===== src/hdl/eba_pkg.sv =====
// ----------------------------------------------------------------------------
// eba_pkg
// Types and codes shared by the 8-bit ALU with accumulators.
// ----------------------------------------------------------------------------
`default_nettype none

package eba_pkg;

    // Write target of one input transfer. Code 3 selects no port.
    typedef enum logic [1:0] {
        CMD_LEFT  = 2'd0,
        CMD_OP    = 2'd1,
        CMD_RIGHT = 2'd2
    } t_cmd;

    // Operation codes. Codes above OP_RACC give a zero result.
    typedef enum logic [7:0] {
        OP_ADD  = 8'd0,
        OP_SUB  = 8'd1,
        OP_AND  = 8'd2,
        OP_OR   = 8'd3,
        OP_XOR  = 8'd4,
        OP_NOT  = 8'd5,
        OP_LAND = 8'd6,
        OP_LOR  = 8'd7,
        OP_LXOR = 8'd8,
        OP_LNOT = 8'd9,
        OP_SHL  = 8'd10,
        OP_SHR  = 8'd11,
        OP_GT   = 8'd12,
        OP_LT   = 8'd13,
        OP_GE   = 8'd14,
        OP_LE   = 8'd15,
        OP_EQ   = 8'd16,
        OP_MUL  = 8'd17,
        OP_NEG  = 8'd18,
        OP_REV  = 8'd19,
        OP_ROL  = 8'd20,
        OP_ROR  = 8'd21,
        OP_AOPL = 8'd22,
        OP_AOPR = 8'd23,
        OP_LACC = 8'd24,
        OP_RACC = 8'd25
    } t_op;

    localparam int unsigned DATA_W = 8;

    // Architectural state of the ALU, passed from the state stage to the
    // result logic.
    typedef struct packed {
        logic [DATA_W-1:0] op_code;
        logic [DATA_W-1:0] left_operand;
        logic [DATA_W-1:0] right_operand;
        logic [DATA_W-1:0] left_accum;
        logic [DATA_W-1:0] right_accum;
    } t_state;

endpackage

`default_nettype wire


===== src/hdl/eba_state.sv =====
// ----------------------------------------------------------------------------
// eba_state
// Port registers and accumulators, updated on each accepted write.
// ----------------------------------------------------------------------------
`default_nettype none

module eba_state (
    input  wire logic                  i_clk,
    input  wire logic                  i_rst_n,
    input  wire logic                  i_load,
    input  wire logic [1:0]            i_cmd,
    input  wire logic [7:0]            i_wr_value,
    output eba_pkg::t_state            o_state
);
    import eba_pkg::*;

    t_state r_state;
    t_state n_state;
    logic   to_accum;

    always_comb begin
        n_state  = r_state;
        to_accum = (r_state.op_code == OP_AOPL) || (r_state.op_code == OP_AOPR);
        unique case (i_cmd)
            CMD_LEFT: begin
                if (to_accum) begin
                    n_state.left_accum = i_wr_value;
                end else begin
                    n_state.left_operand = i_wr_value;
                end
            end
            CMD_OP: begin
                n_state.op_code = i_wr_value;
            end
            CMD_RIGHT: begin
                if (to_accum) begin
                    n_state.right_accum = i_wr_value;
                end else begin
                    n_state.right_operand = i_wr_value;
                end
            end
            default: begin
                n_state = r_state; // unused port
            end
        endcase
    end

    always_ff @(posedge i_clk) begin
        if (!i_rst_n) begin
            r_state <= '0;
        end else if (i_load) begin
            r_state <= n_state;
        end
    end

    assign o_state = r_state;

endmodule

`default_nettype wire


===== src/hdl/eba_compute.sv =====
// ----------------------------------------------------------------------------
// eba_compute
// Result byte of the current state: one pass of operation decode.
// ----------------------------------------------------------------------------
`default_nettype none

module eba_compute (
    input  wire eba_pkg::t_state  i_state,
    output logic [7:0]            o_result
);
    import eba_pkg::*;

    logic [7:0]  l;
    logic [7:0]  r;
    logic [15:0] prod;
    logic [15:0] rol_w;
    logic [15:0] ror_w;
    logic [7:0]  rev;
    logic        big_shift;

    assign l         = i_state.left_operand;
    assign r         = i_state.right_operand;
    assign prod      = 16'(l) * 16'(r);
    assign rol_w     = {l, l} << r[2:0];
    assign ror_w     = {l, l} >> r[2:0];
    assign big_shift = (r[7:3] != 5'd0);

    always_comb begin
        for (int i = 0; i < 8; i++) begin
            rev[i] = l[7-i];
        end
    end

    always_comb begin
        unique case (i_state.op_code)
            OP_ADD:  o_result = l + r;
            OP_SUB:  o_result = l - r;
            OP_AND:  o_result = l & r;
            OP_OR:   o_result = l | r;
            OP_XOR:  o_result = l ^ r;
            OP_NOT:  o_result = ~l;
            OP_LAND: o_result = {7'd0, (l != 8'd0) && (r != 8'd0)};
            OP_LOR:  o_result = {7'd0, (l != 8'd0) || (r != 8'd0)};
            OP_LXOR: o_result = {7'd0, (l != 8'd0) ^ (r != 8'd0)};
            OP_LNOT: o_result = {7'd0, l == 8'd0};
            OP_SHL:  o_result = big_shift ? 8'd0 : (l << r[2:0]);
            OP_SHR:  o_result = big_shift ? 8'd0 : (l >> r[2:0]);
            OP_GT:   o_result = {7'd0, l > r};
            OP_LT:   o_result = {7'd0, l < r};
            OP_GE:   o_result = {7'd0, l >= r};
            OP_LE:   o_result = {7'd0, l <= r};
            OP_EQ:   o_result = {7'd0, l == r};
            OP_MUL:  o_result = prod[7:0];
            OP_NEG:  o_result = 8'd0 - l;
            OP_REV:  o_result = rev;
            OP_ROL:  o_result = rol_w[15:8];
            OP_ROR:  o_result = ror_w[7:0];
            OP_AOPL: o_result = l;
            OP_AOPR: o_result = r;
            OP_LACC: o_result = i_state.left_accum;
            OP_RACC: o_result = i_state.right_accum;
            default: o_result = 8'd0;
        endcase
    end

endmodule

`default_nettype wire


===== src/hdl/eba_out.sv =====
// ----------------------------------------------------------------------------
// eba_out
// Result register with its valid flag on the output channel.
// ----------------------------------------------------------------------------
`default_nettype none

module eba_out (
    input  wire logic        i_clk,
    input  wire logic        i_rst_n,
    input  wire logic        i_load,
    input  wire logic [7:0]  i_result,
    input  wire logic        i_out_ready,
    output logic             o_out_valid,
    output logic [7:0]       o_alu_out
);
    logic       r_valid;
    logic [7:0] r_alu_out;

    always_ff @(posedge i_clk) begin
        if (!i_rst_n) begin
            r_valid <= 1'b0;
        end else if (i_load) begin
            r_valid <= 1'b1;
        end else if (i_out_ready) begin
            r_valid <= 1'b0;
        end
    end

    always_ff @(posedge i_clk) begin
        if (i_load) begin
            r_alu_out <= i_result;
        end
    end

    assign o_out_valid = r_valid;
    assign o_alu_out   = r_alu_out;

endmodule

`default_nettype wire


===== src/hdl/eight_bit_alu_with_accumulators.sv =====
// ----------------------------------------------------------------------------
// eight_bit_alu_with_accumulators
// 8-bit ALU with port writes, two accumulators and a registered result.
// ----------------------------------------------------------------------------
//
//  channel | valid       | ready        | payload
//  --------+-------------+--------------+---------------------
//  input   | i_in_valid  | o_in_ready   | i_cmd, i_wr_value
//  output  | o_out_valid | i_out_ready  | o_alu_out
//
// One transfer in, one result out, at one transfer per cycle sustained while the output is not stalled.
// The write lands in the state registers, then the ALU decode of that
// state is captured in the result register.
// Reset clears all state (operands, accumulators, operation) and both
// valid flags. When the result register is stalled the state stage keeps
// its item, and input is refused only while both stages are full.
// ----------------------------------------------------------------------------
`default_nettype none

module eight_bit_alu_with_accumulators (
    input  wire logic        i_clk,
    input  wire logic        i_rst_n,
    input  wire logic        i_in_valid,
    output logic             o_in_ready,
    input  wire logic [1:0]  i_cmd,
    input  wire logic [7:0]  i_wr_value,
    output logic             o_out_valid,
    input  wire logic        i_out_ready,
    output logic [7:0]       o_alu_out
);
    import eba_pkg::*;

    t_state     state;
    logic [7:0] result;
    logic       in_xfer;
    logic       advance;   // state stage may hand its item to the result reg
    logic       r_s1_valid;

    // Result register frees up when empty or when its result is taken.
    assign advance    = !o_out_valid || i_out_ready;
    // The state registers may change only once their item has moved on.
    assign o_in_ready = !r_s1_valid || advance;
    assign in_xfer    = i_in_valid && o_in_ready;

    // Stage one: item in the state registers, not yet in the result register
    always_ff @(posedge i_clk) begin
        if (!i_rst_n) begin
            r_s1_valid <= 1'b0;
        end else if (in_xfer) begin
            r_s1_valid <= 1'b1;
        end else if (advance) begin
            r_s1_valid <= 1'b0;
        end
    end

    eba_state u_state (
        .i_clk      (i_clk),
        .i_rst_n    (i_rst_n),
        .i_load     (in_xfer),
        .i_cmd      (i_cmd),
        .i_wr_value (i_wr_value),
        .o_state    (state)
    );

    eba_compute u_compute (
        .i_state  (state),
        .o_result (result)
    );

    eba_out u_out (
        .i_clk       (i_clk),
        .i_rst_n     (i_rst_n),
        .i_load      (r_s1_valid && advance),
        .i_result    (result),
        .i_out_ready (i_out_ready),
        .o_out_valid (o_out_valid),
        .o_alu_out   (o_alu_out)
    );

endmodule

`default_nettype wire


===== config.mk =====
export PLATFORM = sky130hd
export DESIGN_NAME = eight_bit_alu_with_accumulators
export DESIGN_NICKNAME = d
export VERILOG_FILES = /design/src/hdl/eba_pkg.sv /design/src/hdl/eba_state.sv /design/src/hdl/eba_compute.sv /design/src/hdl/eba_out.sv /design/src/hdl/eight_bit_alu_with_accumulators.sv
export SDC_FILE = /design/constraint.sdc
export NUM_CORES = 1
export LEC_CHECK = 0
export ABC_AREA = 1
export BUFFER_PORTS_ARGS = -buffer_cell sky130_fd_sc_hd__clkbuf_2
export CAP_MARGIN = 30
export CORE_MARGIN = 2
export CORE_UTILIZATION = 42
export CTS_CLUSTER_SIZE = 25
export DETAILED_ROUTE_END_ITERATION = 12
export GPL_TIMING_DRIVEN = 0
export SLEW_MARGIN = 20
export SYNTH_ARGS = -nofsm -noshare
export SYNTH_HDL_FRONTEND = slang
export SYNTH_SLANG_ARGS = --single-unit

===== constraint.sdc =====
create_clock -name i_clk -period 5 [get_ports i_clk]
set_clock_uncertainty 0.2 [all_clocks]
set_input_delay 0.5 -clock i_clk [delete_from_list [all_inputs] [get_ports i_clk]]
set_output_delay 0.5 -clock i_clk [all_outputs]
set_load 0.005 [all_outputs]

# ---- Word-level counts from Yosys, hierarchy flattened
# Index checks and enable logic that the tools add are counted.
dict set report classes {
  shift 4
  bitwise_logic 6
  multipliers 1
  n_mux 7
  magnitude_cmp 4
  n_eq_ne 28
  n_div 0
  reduce_logical 22
  n_addsub 3
}
# cell n
set op_table {}
lappend op_table {{8-bit one-hot mux with 26 select lines} 1}
lappend op_table {{8-bit by 5-bit == test with 1-bit output (second input constant)} 10}
lappend op_table {{8-bit by 4-bit == test with 1-bit output (second input constant)} 8}
lappend op_table {{8-bit by 3-bit == test with 1-bit output (second input constant)} 4}
lappend op_table {{8-bit by 2-bit == test with 1-bit output (second input constant)} 2}
lappend op_table {{8-bit zero test} 2}
lappend op_table {{8-bit 2-to-1 mux} 2}
lappend op_table {{8-bit nonzero test} 2}
lappend op_table {{16-bit by 3-bit left shift with 16-bit output} 1}
lappend op_table {{16-bit by 3-bit >> shifter with 8-bit output} 1}
lappend op_table {{3-bit AND reduction} 4}
lappend op_table {{8-bit adder} 1}
lappend op_table {{8-bit bitwise AND} 1}
lappend op_table {{8-bit by 1-bit == test with 1-bit output (second input constant)} 1}
lappend op_table {{8-bit == test} 1}
lappend op_table {{8-bit >= comparator} 1}
lappend op_table {{8-bit > comparator} 1}
lappend op_table {{8-bit less-or-equal comparator} 1}
lappend op_table {{8-bit < comparator} 1}
lappend op_table {{8-bit by 8-bit multiplier with 8-bit output} 1}
lappend op_table {{8-bit NOT} 1}
lappend op_table {{8-bit bitwise OR} 1}
lappend op_table {{8-bit by 3-bit left shift with 8-bit output} 1}
lappend op_table {{8-bit by 3-bit >> shifter with 8-bit output} 1}
lappend op_table {{15 further kinds} 25}
dict set report totals {
  out_inout_bits 10
  word_cells 83
  latchBits 0
  n_memories 0
  inputBits 14
  romBits 0
  ram_bits 0
  ff_bits 50
}

# ---- Logic depth before layout (Yosys ltp)
# Gate-level depths: netlist (run 1).
dict set report depth {
  depth_word 5
  mapped_depth 21
  depth_no_buf 19
}

# ---- Hierarchy
# From an unflattened synthesis (run 1), not the netlist that was laid out.
dict set report unflattened {
  hier_cells 1046
  area_unflattened_um2 6073.3
}
# module cells_each seq_area_each_um2 area_per_inst_um2 n_inst
set modules_own_cells {}
lappend modules_own_cells {eba_compute 770 0.0 4028.9 1}
lappend modules_own_cells {eba_state 253 800.8 1695.4 1}
lappend modules_own_cells {eba_out 14 260.2 284.0 1}
lappend modules_own_cells {eight_bit_alu_with_accumulators 9 20.0 65.1 1}

# ---- Worst setup path after synthesis (run 1)
# OpenSTA, ideal clock, no wires.
dict set report synth_timing {
  path_type {register -> register}
  start {register u_state.r_state (netlist bit u_state.o_state[18])}
  end {register u_out.r_alu_out[7], in the netlist u_out.o_alu_out[7], data pin}
  path_buffers 2
  setup_ns 0.254
  stages_incl_launch_ff 19
  setup_slack_ns 0.922
  arrival_ns 3.624
  cell_sequence {dfxtp_1 > buf_2 > buf_1 > nand2_1 > fa_1 > inv_1 > fa_1 > inv_1 > fa_1 > fa_1 > inv_1 > ha_1 > o21ai_0 > nand2_1 > nand3_1 > nand2_1 > nand3b_1 > nand3_1 > nand2_1}
}
dict set report synth_between {
  elab_chain_len 3
}
# item line
set synth_rtl {}
lappend synth_rtl {{start: declaration} eba_state.sv:17} ;# t_state r_state;
lappend synth_rtl {{start signal: assignment} eba_state.sv:52} ;# r_state <= n_state;
lappend synth_rtl {{parallel branches: the longest is 2 deep, another holds 8-bit by 8-bit multiplier with 8-bit output} n/a}
lappend synth_rtl {{8-bit one-hot mux with 26 select lines *} eba_compute.sv:35} ;# unique case (i_state.op_code)
lappend synth_rtl {{named net result[7]} eight_bit_alu_with_accumulators.sv:34} ;# logic [7:0] result;
lappend synth_rtl {{end signal: assignment} eba_out.sv:31} ;# r_alu_out <= i_result;
lappend synth_rtl {{end: declaration} eba_out.sv:17} ;# logic [7:0] r_alu_out;
# Mark *: on every way through the listed nets, which the timed path passes.
# A chain may end at the register's enable or synchronous reset.

# ---- Worst setup path after layout (run 1)
# Ends and elaborated chain as after synthesis.

==> metrics.yaml, run 1 <==
outcome:
  status: "finished, final reports clean"
critical_path:
  worst_setup_path_end_kind: "flip-flop"
  path_cells: "buf_2, nand2_1, fa_1, inv_1, fa_1, inv_1, fa_1, fa_1, inv_1, ha_1, o21ai_0, nand2_1, nand3_1, nand2_1, nand3b_1, nand3_1, nand2_1"
  path_class: "flip-flop to flip-flop"
  cpPeakStageDelay_ns: 0.48
  critical_path.slowest_cell: "fa_1"
  crit_path_start: "u_state.o_state[18]"
  r2r_slack_ns: 0.55
  timing.rr.start: "u_state.o_state[18]"
  r2r-end: "u_out.o_alu_out[7]"
  r2r_cells: 17
  path_max_fanout: 19
  required_ns: 4.82
  cp-start-kind: "flip-flop"
  crit_arrival_ns: 4.27
timing:
  max_freq_ghz: 0.225
  tns_ns: 0
  rsz0062_at_grt: "no"
  slew_headroom: 0.442
  fin_crit_ns: 4.45
  finalSetupViolCount: 0
  drv_slew: 0
  period_share: 0.890
  hold_violations: 0
  worst_slack_ns: 0.550
  worst_slew_pin_slew_ns: 0.837
placement:
  dp_hpwl_mm: 15.5
  io_buffers: 23
  post-place-ws_ns: 0.154
  gp_congestion: 0.998
  place_inst: 1107
  place_area_sq_mm: 0.00609
global_route:
  grt_overflow: 0
  grt_start_max_net_pins: 16
  first_global_vias: 5609
  antenna_found_initial: 0
  grt_pass1_wl_mm: 30.7
  grt_use_total: 0.274
route:
  via_count: 5990
  viasPerCell: 5.38
  first_iter_violations: 513
  post-route-drc-count: 0
  ant_nets: 0
  wl_per_cell_um: 17.4
  wl_mm: 19.4
  first_pass_iters: 5
logic_synthesis:
  syn_area_sq_mm: 0.00575
  yosysSeqAreaShare: 0.188
  synthCells: 908
  synth_area_leaders: "nand2_1, dfxtp_1, ha_1, nand3_1, inv_1"
  yosysMostFrequentCell: "nand2_1"
  async_reset_ff_frac: 0
  synth_ff_type: "dfxtp_1"
  ys_ff_latch: 50
  yosys.area.top_type: "nand2_1"
  synth-edff-count: 8
  syn_avg_cell_area_sq_um: 6.33
  synth_nets: 980
  synth.distinct_cells: 52
  synth_top_area_share: 0.149
  yosys_warnings: 0
  synth_commonest_cells: "nand2_1, inv_1, nand3_1"
cts:
  htree_levels: 2
  clock-root-buffer: "clkbuf_16"
  cts_tree: "built"
  clock_latency_ns: 0.30
  cts_sinks: 50
  cts_buffers: 5
  hold_buffers: 0
  cts_max_path_buffers: 2
  clk_pin_slew_worst_paths_ns: 0.07
  cts_setup_buffers: 0
  post_cts_resized: 0
floorplanning:
  pin_count: 24
  start_util: 0.433
  die_y_um: 121
  dieArea_sq_mm: 0.0146
  die_x_um: 121
  row_count: 42
  coreArea_sq_mm: 0.0133
job:
  drv_cap: 0
worst_hold_path:
  min_path_cells: 2
  hold_start: "u_state.o_state[3]"
  min_to: "u_state.o_state[3]"
  hold_class: "flip-flop to flip-flop"
finish:
  syn2layout_area_growth_pct: 8.57
  antenna_cells: 0
  fin_cells: 1114
  fin_nets: 1009
  final_cell_area_sq_mm: 0.00624
  layout-drive-gt1-share: 0.122
  utilization: 0.470
power:
  ir_worst_vdd_v: 0.000181
  total_leakage_power_nw: 3.04
  p_per_area_mw_per_mm2: 189
flip-flops by register name (all words and copies together) (netlist names):
name               cells
r_s1_valid             1
u_out.o_alu_out        8
u_out.o_out_valid      1
u_state.o_state       40
worst max-delay path by stage:
stage,slack [ns],endpoint
after floorplan,0.92,u_out.o_alu_out[7]
after global placement,0.17,u_out.o_alu_out[7]
after detailed placement,0.15,u_out.o_alu_out[7]
after CTS,0.14,u_out.o_alu_out[7]
after global routing,0.31,u_out.o_alu_out[7]
final,0.55,u_out.o_alu_out[7]
layer usage:
layer	part of all wire	track usage	vias up
met2	0.44	0.433	214
li1	-	-	3021
met3	0.061	0.0465	48
met5	0	0	-
met1	0.45	0.363	2707
met4	0.049	0.126	0
cell families after synthesis:
kind of cell | synth area share
compound gates | 0.169
xor+xnor | 0.00305
fa+ha+maj | 0.144
buf+inv | 0.129
flops | 0.188
simple gates | 0.366
report_power, final:
part / total (W) / switching (W) / internal (W)
clock: 0.000376 / 0.000159 / 0.000217
combinational: 0.000357 / 0.000251 / 0.000106
sequential: 0.000445 / 0.0000182 / 0.000427
cell type report:
cell class	instances	area, sq um
repair buffers	23	115
well taps	176	220
fillers	1428	7050
multi-input cells	682	3930
clock inverters	1	7.51
plain buffers	32	199
flip-flops and latches	50	1080
clock buffers	7	154
inverters	143	539
placed cells by master (no fill, tap or decap), types with 3 or more instances in the layout:
cell / n
edfxtp_1: 8
clkbuf_1: 7
inv_2: 18
nand4_1: 17
o2111ai_1: 3
nand2_4: 4
ha_1: 44
nand3b_1: 4
dfxtp_1: 42
nor2_2: 4
nand2_1: 228
nor2_4: 6
fa_1: 14
o21ai_0: 48
or2_2: 3
a21oi_1: 59
o22ai_1: 15
buf_6: 4
clkbuf_16: 6
inv_1: 124
or2_1: 5
o21ai_1: 23
buf_2: 18
clkbuf_2: 23
nand2_2: 3
a21oi_2: 10
nand3_1: 95
nor2_1: 58
nor3_1: 13
stage by stage:
| stage | power (W) | hold slack [ns] |
|---|---|---|
| finish | 0.00118 | 0.250 |
| global route | 0.00125 | 0.267 |
| CTS | 0.00118 | 0.251 |
| detailed placement | 0.000805 | 0.241 |
| global placement | 0.000805 | 0.238 |
| floorplan | 0.000693 | 0.224 |
worst max-delay path: cells and delay by family, from the launching register on:
family          cells  cell delay, ns
compound gates      1            0.10
flops               1            0.45
fa+ha+maj           5            2.01
buf+inv             4            0.62
simple gates        7            0.79
Note: power is estimated with default switching activity, not from simulation.
==> run 2: changes to the inputs <==
- ABC_AREA: 1 -> unset
==> run 2 against run 1 <==
Die area is 1.2% higher. Worst hold slack worse by 0.0078 ns. Synthesized cell count is 21% lower. First-iteration DRC count is 50% higher. Sequential power is 2% lower. Critical path type unchanged. Largest cell class unchanged. Highest routed layer unchanged.
==> metrics.yaml, run 2 <==
outcome:
  status: "finished, final reports clean"
cts:
  htree_levels: 2  # unchanged
  cts_tree: "built"
  cts_max_path_buffers: 2  # unchanged
  clock_latency_ns: 0.30  # about the same
  cts_buffers: 5  # unchanged
  cts_setup_buffers: 0  # unchanged
  clk_pin_slew_worst_paths_ns: 0.07  # about the same
  cts_sinks: 50  # unchanged
  clock-root-buffer: "clkbuf_16"
timing:
  drv_slew: 0  # unchanged
  finalSetupViolCount: 0  # unchanged
  fin_crit_ns: 4.88  # +0.429 ns
  rsz0062_at_grt: "no"
  slew_headroom: 0.383  # -0.0595
  hold_ws_ns: 0.242  # -0.00785 ns
  max_freq_ghz: 0.205  # -8.8%
  hold_violations: 0  # unchanged
  period_share: 0.976  # +0.0858
  worst_slew_pin_slew_ns: 0.922  # +0.0858 ns
worst_hold_path:
  hold_class: "input pin to flip-flop"
  hold_start: "i_in_valid"
  min_path_cells: 3  # +1
  min_to: "r_s1_valid"
global_route:
  grt_overflow: 0  # unchanged
  grt_start_max_net_pins: 18  # +2
  first_global_vias: 5625  # +0.29%
  antenna_found_initial: 0  # unchanged
  grt_pass1_wl_mm: 33.2  # +8.1%
  grt_use_total: 0.298  # +0.0246
route:
  ant_nets: 0  # unchanged
  wl_per_cell_um: 23.7  # +36%
  wl_mm: 21.8  # +12%
  viasPerCell: 6.31  # +17%
  first_pass_iters: 6  # +1
  first_iter_violations: 769  # +50%
  via_count: 5819  # -2.9%
  post-route-drc-count: 0  # unchanged
finish:
  layout-drive-gt1-share: 0.133  # +0.0119
  utilization: 0.467  # -0.00230
  largest_reg_flops: 40  # unchanged
  final_cell_mix: "nand2_1, inv_1, mux2i_1"
  nFillCells: 1378  # -3.5%
  antenna_cells: 0  # unchanged
  syn2layout_area_growth_pct: 10.1
  layout_commonest_cell: "nand2_1"
  fin_nets: 813  # -19%
placement:
  io_buffers: 23  # unchanged
  gp_congestion: 1.13  # +14%
  dp_hpwl_mm: 17.0  # +9.6%
logic_synthesis:
  yosysMostFrequentCell: "nand2_1"
  async_reset_ff_frac: 0  # unchanged
  syn_area_sq_mm: 0.00582  # +1.2%
  synth-edff-count: 8  # unchanged
  yosys_warnings: 0  # unchanged
  synth_area_leaders: "dfxtp_1, ha_1, mux2i_1, fa_1, nand2_1"
  ys_ff_latch: 50  # unchanged
  synthCells: 714  # -21%
  yosys.area.top_type: "dfxtp_1"
  synth_simple_gate_area_frac: 0.235  # -0.131
  synth_commonest_cells: "nand2_1, inv_1, mux2i_1"
  synth_fa_ha_area_frac: 0.143  # -0.00174
  synth_nets: 786  # -20%
  synth_top_family_by_area: "simple AND/OR/NAND/NOR gates"
  synth.distinct_cells: 66  # +27%
  synth-compound-area-share: 0.170  # +0.000325
  synth_ff_type: "dfxtp_1"
  synth_top_area_share: 0.144  # -0.00437
  syn_avg_cell_area_sq_um: 8.15  # +29%
  synth_xor_area_frac: 0.0469  # +0.0438
  yosysSeqAreaShare: 0.186  # -0.00226
  yosys-mux-area-fraction: 0.146  # +0.146
floorplanning:
  coreArea_sq_mm: 0.0137  # +3.2%
  start_util: 0.424  # -0.00827
  die_y_um: 122  # +0.59%
  pin_count: 24  # unchanged
  die_x_um: 122  # +0.59%
  dieArea_sq_mm: 0.0148  # +1.2%
  row_count: 43  # +2.4%
power:
  ir_worst_vdd_v: 0.000135  # -26%
  p_per_area_mw_per_mm2: 173  # -8.3%
  power_w: 0.00111  # -5.8%
  total_leakage_power_nw: 2.46  # -19%
critical_path:
  worst_setup_path_end_kind: "flip-flop"
  timing.rr.start: "u_state.o_state[28]"
  cp-start-kind: "flip-flop"
  cpPeakStageDelay_ns: 0.56  # +0.08 ns
  r2r_slack_ns: 0.12  # -0.43 ns
  r2r_cells: 14  # -3
  cpLargestDelayFamily: "adder cells"
  path_class: "flip-flop to flip-flop"
  crit_arrival_ns: 4.73  # +0.46 ns
  r2r-end: "u_out.o_alu_out[6]"
  required_ns: 4.85  # +0.03 ns
  crit_buf_inv: 4  # unchanged
  path_cells: "clkbuf_2, nand2_1, fa_1, inv_1, ha_1, inv_1, fa_1, fa_1, inv_1, ha_1, xnor2_2, a2111oi_4, nand3_1, a221o_1"
  path_max_fanout: 10  # -9
  critical_path.slowest_cell: "dfxtp_1"
job:
  drv_cap: 0  # unchanged
run 2: cell count changes after synthesis, sizes merged, moves of 45 or more:
cell   delta
mux2i    +45
nand3    -61
o21ai    -58
inv      -90
nand2   -164
a21oi    -48
run 2: worst max-delay path by stage:
| stage | from | endpoint | slack, ns | depth (start not counted) |
|---|---|---|---|---|
| global route | u_state.o_state[17] | u_out.o_alu_out[6] | 0.01 | 16 |
| finish | u_state.o_state[28] | u_out.o_alu_out[6] | 0.12 | 14 |
| global placement | u_state.o_state[18] | u_out.o_alu_out[6] | -1.34 | 16 |
| floorplan | u_state.o_state[18] | u_out.o_alu_out[7] | 0.13 | 17 |
| CTS | u_state.o_state[18] | u_out.o_alu_out[7] | 0.01 | 17 |
| detailed placement | u_state.o_state[18] | u_out.o_alu_out[6] | -1.21 | 16 |
run 2: power breakdown:
part,internal [W],switching (W)
Clock,0.000240,0.000166
Sequential,0.000421,0.0000172
Combinational,0.0000960,0.000170
Total,0.000757,0.000353
run 2: cells by family (layout without fill, tap and decap cells):
kind of cell / after synthesis / in the layout
muxes: 69 / 69
adders and majority gates: 58 / 58
xor gates and xnor gates: 28 / 28
DFF: 50 / 50
buffers and inverters: 108 / 136
and+or+nand+nor: 262 / 262
AOI/OAI and AO/OA: 139 / 139
run 2: per-layer routing:
metal,part of all wire,global-route usage,wire length [um]
met1,0.40,0.398,8750
met2,0.43,0.453,9310
met3,0.11,0.0641,2350
met4,0.065,0.155,1420
met5,0,0,0
run 2: stage by stage:
stage | setup WS [ns] | TNS [ns] | instances | area [sq um]
after floorplan | 0.130 | 0 | 714 | 5820
after global placement | -1.34 | -3.06 | 917 | 6160
after detailed placement | -1.21 | -2.80 | 917 | 6160
after CTS | 0.0147 | 0 | 923 | 6380
after global routing | 0.0148 | 0 | 922 | 6410
final | 0.121 | 0 | 922 | 6410
run 2: repair_timing:
action                     4_1_cts  5_1_grt
hold buffers                     0        0
pin swaps                        1        3
setup endpoints to repair        4        2
resized for setup               22       12
run 2: worst min-delay path, delay by kind of cell:
kind	cells	cell delay, ns
buffers and inverters	2	0.13
AOI/OAI and AO/OA	1	0.06
run 2: area by class of cell:
type | instances | area (sq um) | area share
clock buffer | 5 | 125 | 0.0195
sequential | 50 | 1090 | 0.170
multi-input combinational | 556 | 4350 | 0.678
tap | 180 | 225 | 0.0351
clock inverter | 3 | 48.8 | 0.00761
timing repair buffer | 23 | 115 | 0.0180
inverter | 56 | 215 | 0.0336
buffer | 49 | 245 | 0.0382
==> run 3: changes to the inputs <==
- GPL_TIMING_DRIVEN: 0 -> unset
- clock period: 5 -> 6 ns (I/O delays scaled with it)
==> run 3 against run 2 <==
Via count fell by 2.3%. Final area fell by 2.4%. Sequential cell count did not move. Setup slack improved by 1.3 ns. Routed wire length fell by 4.2%. Sequential power fell by 17%. Register-to-register slack improved by 1.3 ns. Die area did not move. Critical path type unchanged. Largest cell class unchanged.
==> metrics.yaml, run 3 (synthesis gave the netlist of run 2 again) <==
outcome:
  status: "finished, final reports clean"
critical_path:
  critical_path.slowest_cell: "fa_1"
  path_class: "flip-flop to flip-flop"
  cpPeakStageDelay_ns: 0.47  # -0.09 ns
  cpLargestDelayFamily: "adder cells"
  required_ns: 5.85  # +1.00 ns
  crit_arrival_ns: 4.40  # -0.33 ns
  cp-start-kind: "flip-flop"
  path_cells: "ha_1, fa_1, fa_1, ha_1, inv_1, fa_1, inv_1, ha_1, a21o_1, a21oi_1, xnor3_1, xnor3_1, nand2b_1, nand4_1"
  path_max_fanout: 8  # -2
  crit_buf_inv: 2  # -2
  worst_setup_path_end_kind: "flip-flop"
timing:
  drv_slew: 0  # unchanged
  finalSetupViolCount: 0  # unchanged
  fin_crit_ns: 4.56  # -0.319 ns
  slew_headroom: 0.363  # -0.0194
  rsz0062_at_grt: "no"
  tns_ns: 0  # unchanged
  hold_violations: 0  # unchanged
  period_share: 0.760  # -0.216
  worst_slew_pin_slew_ns: 0.953  # +0.0306 ns
  max_freq_ghz: 0.219  # +7.0%
floorplanning:
  die_x_um: 122  # unchanged
  pin_count: 24  # unchanged
  dieArea_sq_mm: 0.0148  # unchanged
  coreArea_sq_mm: 0.0137  # unchanged
  row_count: 43  # unchanged
  start_util: 0.424  # unchanged
  die_y_um: 122  # unchanged
route:
  viasPerCell: 6.38  # +1.1%
  via_count: 5687  # -2.3%
  first_iter_violations: 577  # -25%
  wl_per_cell_um: 23.5  # -0.89%
  ant_nets: 0  # unchanged
  first_pass_iters: 5  # -1
  post-route-drc-count: 0  # unchanged
  wl_mm: 20.9  # -4.2%
job:
  drv_cap: 0  # unchanged
finish:
  fin_cells: 891  # -3.4%
  layout-drive-gt1-share: 0.117  # -0.0167
  utilization: 0.456  # -0.0111
  fin_nets: 782  # -3.8%
  largest_reg_flops: 40  # unchanged
  antenna_cells: 0  # unchanged
  syn2layout_area_growth_pct: 7.52
  final_cell_mix: "nand2_1, inv_1, mux2i_1"
  layout_commonest_cell: "nand2_1"
cts:
  clock-root-buffer: "clkbuf_16"
  clk_pin_slew_worst_paths_ns: 0.07  # about the same
  htree_levels: 2  # unchanged
  clock_latency_ns: 0.30  # about the same
  hold_buffers: 0  # unchanged
  cts_tree: "built"
  cts_max_path_buffers: 2  # unchanged
  cts_sinks: 50  # unchanged
  cts_setup_buffers: 0  # unchanged
  cts_buffers: 5  # unchanged
  post_cts_resized: 0  # -100%
global_route:
  first_global_vias: 5446  # -3.2%
  grt_use_total: 0.290  # -0.00777
  grt_pass1_wl_mm: 32.7  # -1.5%
  antenna_found_initial: 0  # unchanged
  grt_overflow: 0  # unchanged
  grt_start_max_net_pins: 50  # +32
worst_hold_path:
  hold_class: "flip-flop to flip-flop"
power:
  total_leakage_power_nw: 2.38  # -3.2%
  p_int_w: 0.000639  # -16%
  ir_worst_vdd_v: 0.000112  # -17%
  p_per_area_mw_per_mm2: 148  # -14%
  p_clk_frac: 0.372  # +0.007
  combPwrFrac: 0.234  # -0.006
  power_w: 0.000926  # -17%
  pwr-share-seq: 0.394  # about the same
  netSwitchingPower_w: 0.000287  # -19%
  swShare: 0.310  # -0.00795
placement:
  io_buffers: 23  # unchanged
  dp_hpwl_mm: 15.6  # -8.1%
  gp_congestion: 0.985  # -13%
  place_inst: 882  # -3.8%
[run 3: changes by cell type in the layout (fill, tap and decap cells not counted), moves of 3 or more]
cell | previous run | this run
buf_4 | 1 | 18
dfxtp_2 | 4 | 1
dfxtp_1 | 37 | 41
buf_2 | 13 | 0
clkbuf_1 | 24 | 0
clkbuf_2 | 28 | 23
[run 3: worst paths after layout]
check | from | end | slack (ns) | cells past startpoint
worst max register to register | u_state.o_state[18] | u_out.o_alu_out[7] | 1.44 | 14
worst min register to register | r_s1_valid | u_out.o_out_valid | 0.31 | 1
worst max-delay path | u_state.o_state[18] | u_out.o_alu_out[7] | 1.44 | 14
worst min-delay path | r_s1_valid | u_out.o_out_valid | 0.31 | 1
[run 3: cell type report]
| type | count | area, sq um |
|---|---|---|
| Timing Repair Buffer | 41 | 250 |
| Inverter | 56 | 210 |
| Clock inverter | 2 | 38.8 |
| Tap cell | 180 | 225 |
| Multi-Input combinational cell | 556 | 4310 |
| Fill cell | 1394 | 7460 |
| Clock buffer | 6 | 139 |
| Sequential cell | 50 | 1080 |
[run 3: power groups by stage]
stage	sequential, W	combinational, W	clock [W]
floorplan	0.000366	0.000145	0
global placement	0.000372	0.000210	0
detailed placement	0.000373	0.000210	0
CTS	0.000365	0.000210	0.000352
global route	0.000366	0.000233	0.000365
finish	0.000365	0.000216	0.000345
[run 3: metal layers]
metal	vias up	GRT usage	wire length, um
met5	-	0	0
met1	2735	0.400	8760
met4	0	0.0841	598
li1	2559	-	-
met3	61	0.0754	2200
met2	332	0.449	9350
[run 3: stage by stage]
stage	instance area, sq um	setup slack, ns	hold slack (ns)
after floorplan	5820	1.13	0.255
after global placement	6070	1.58	0.264
after detailed placement	6070	1.50	0.291
after CTS	6250	1.46	0.310
after global routing	6260	1.31	0.338
final	6260	1.44	0.306
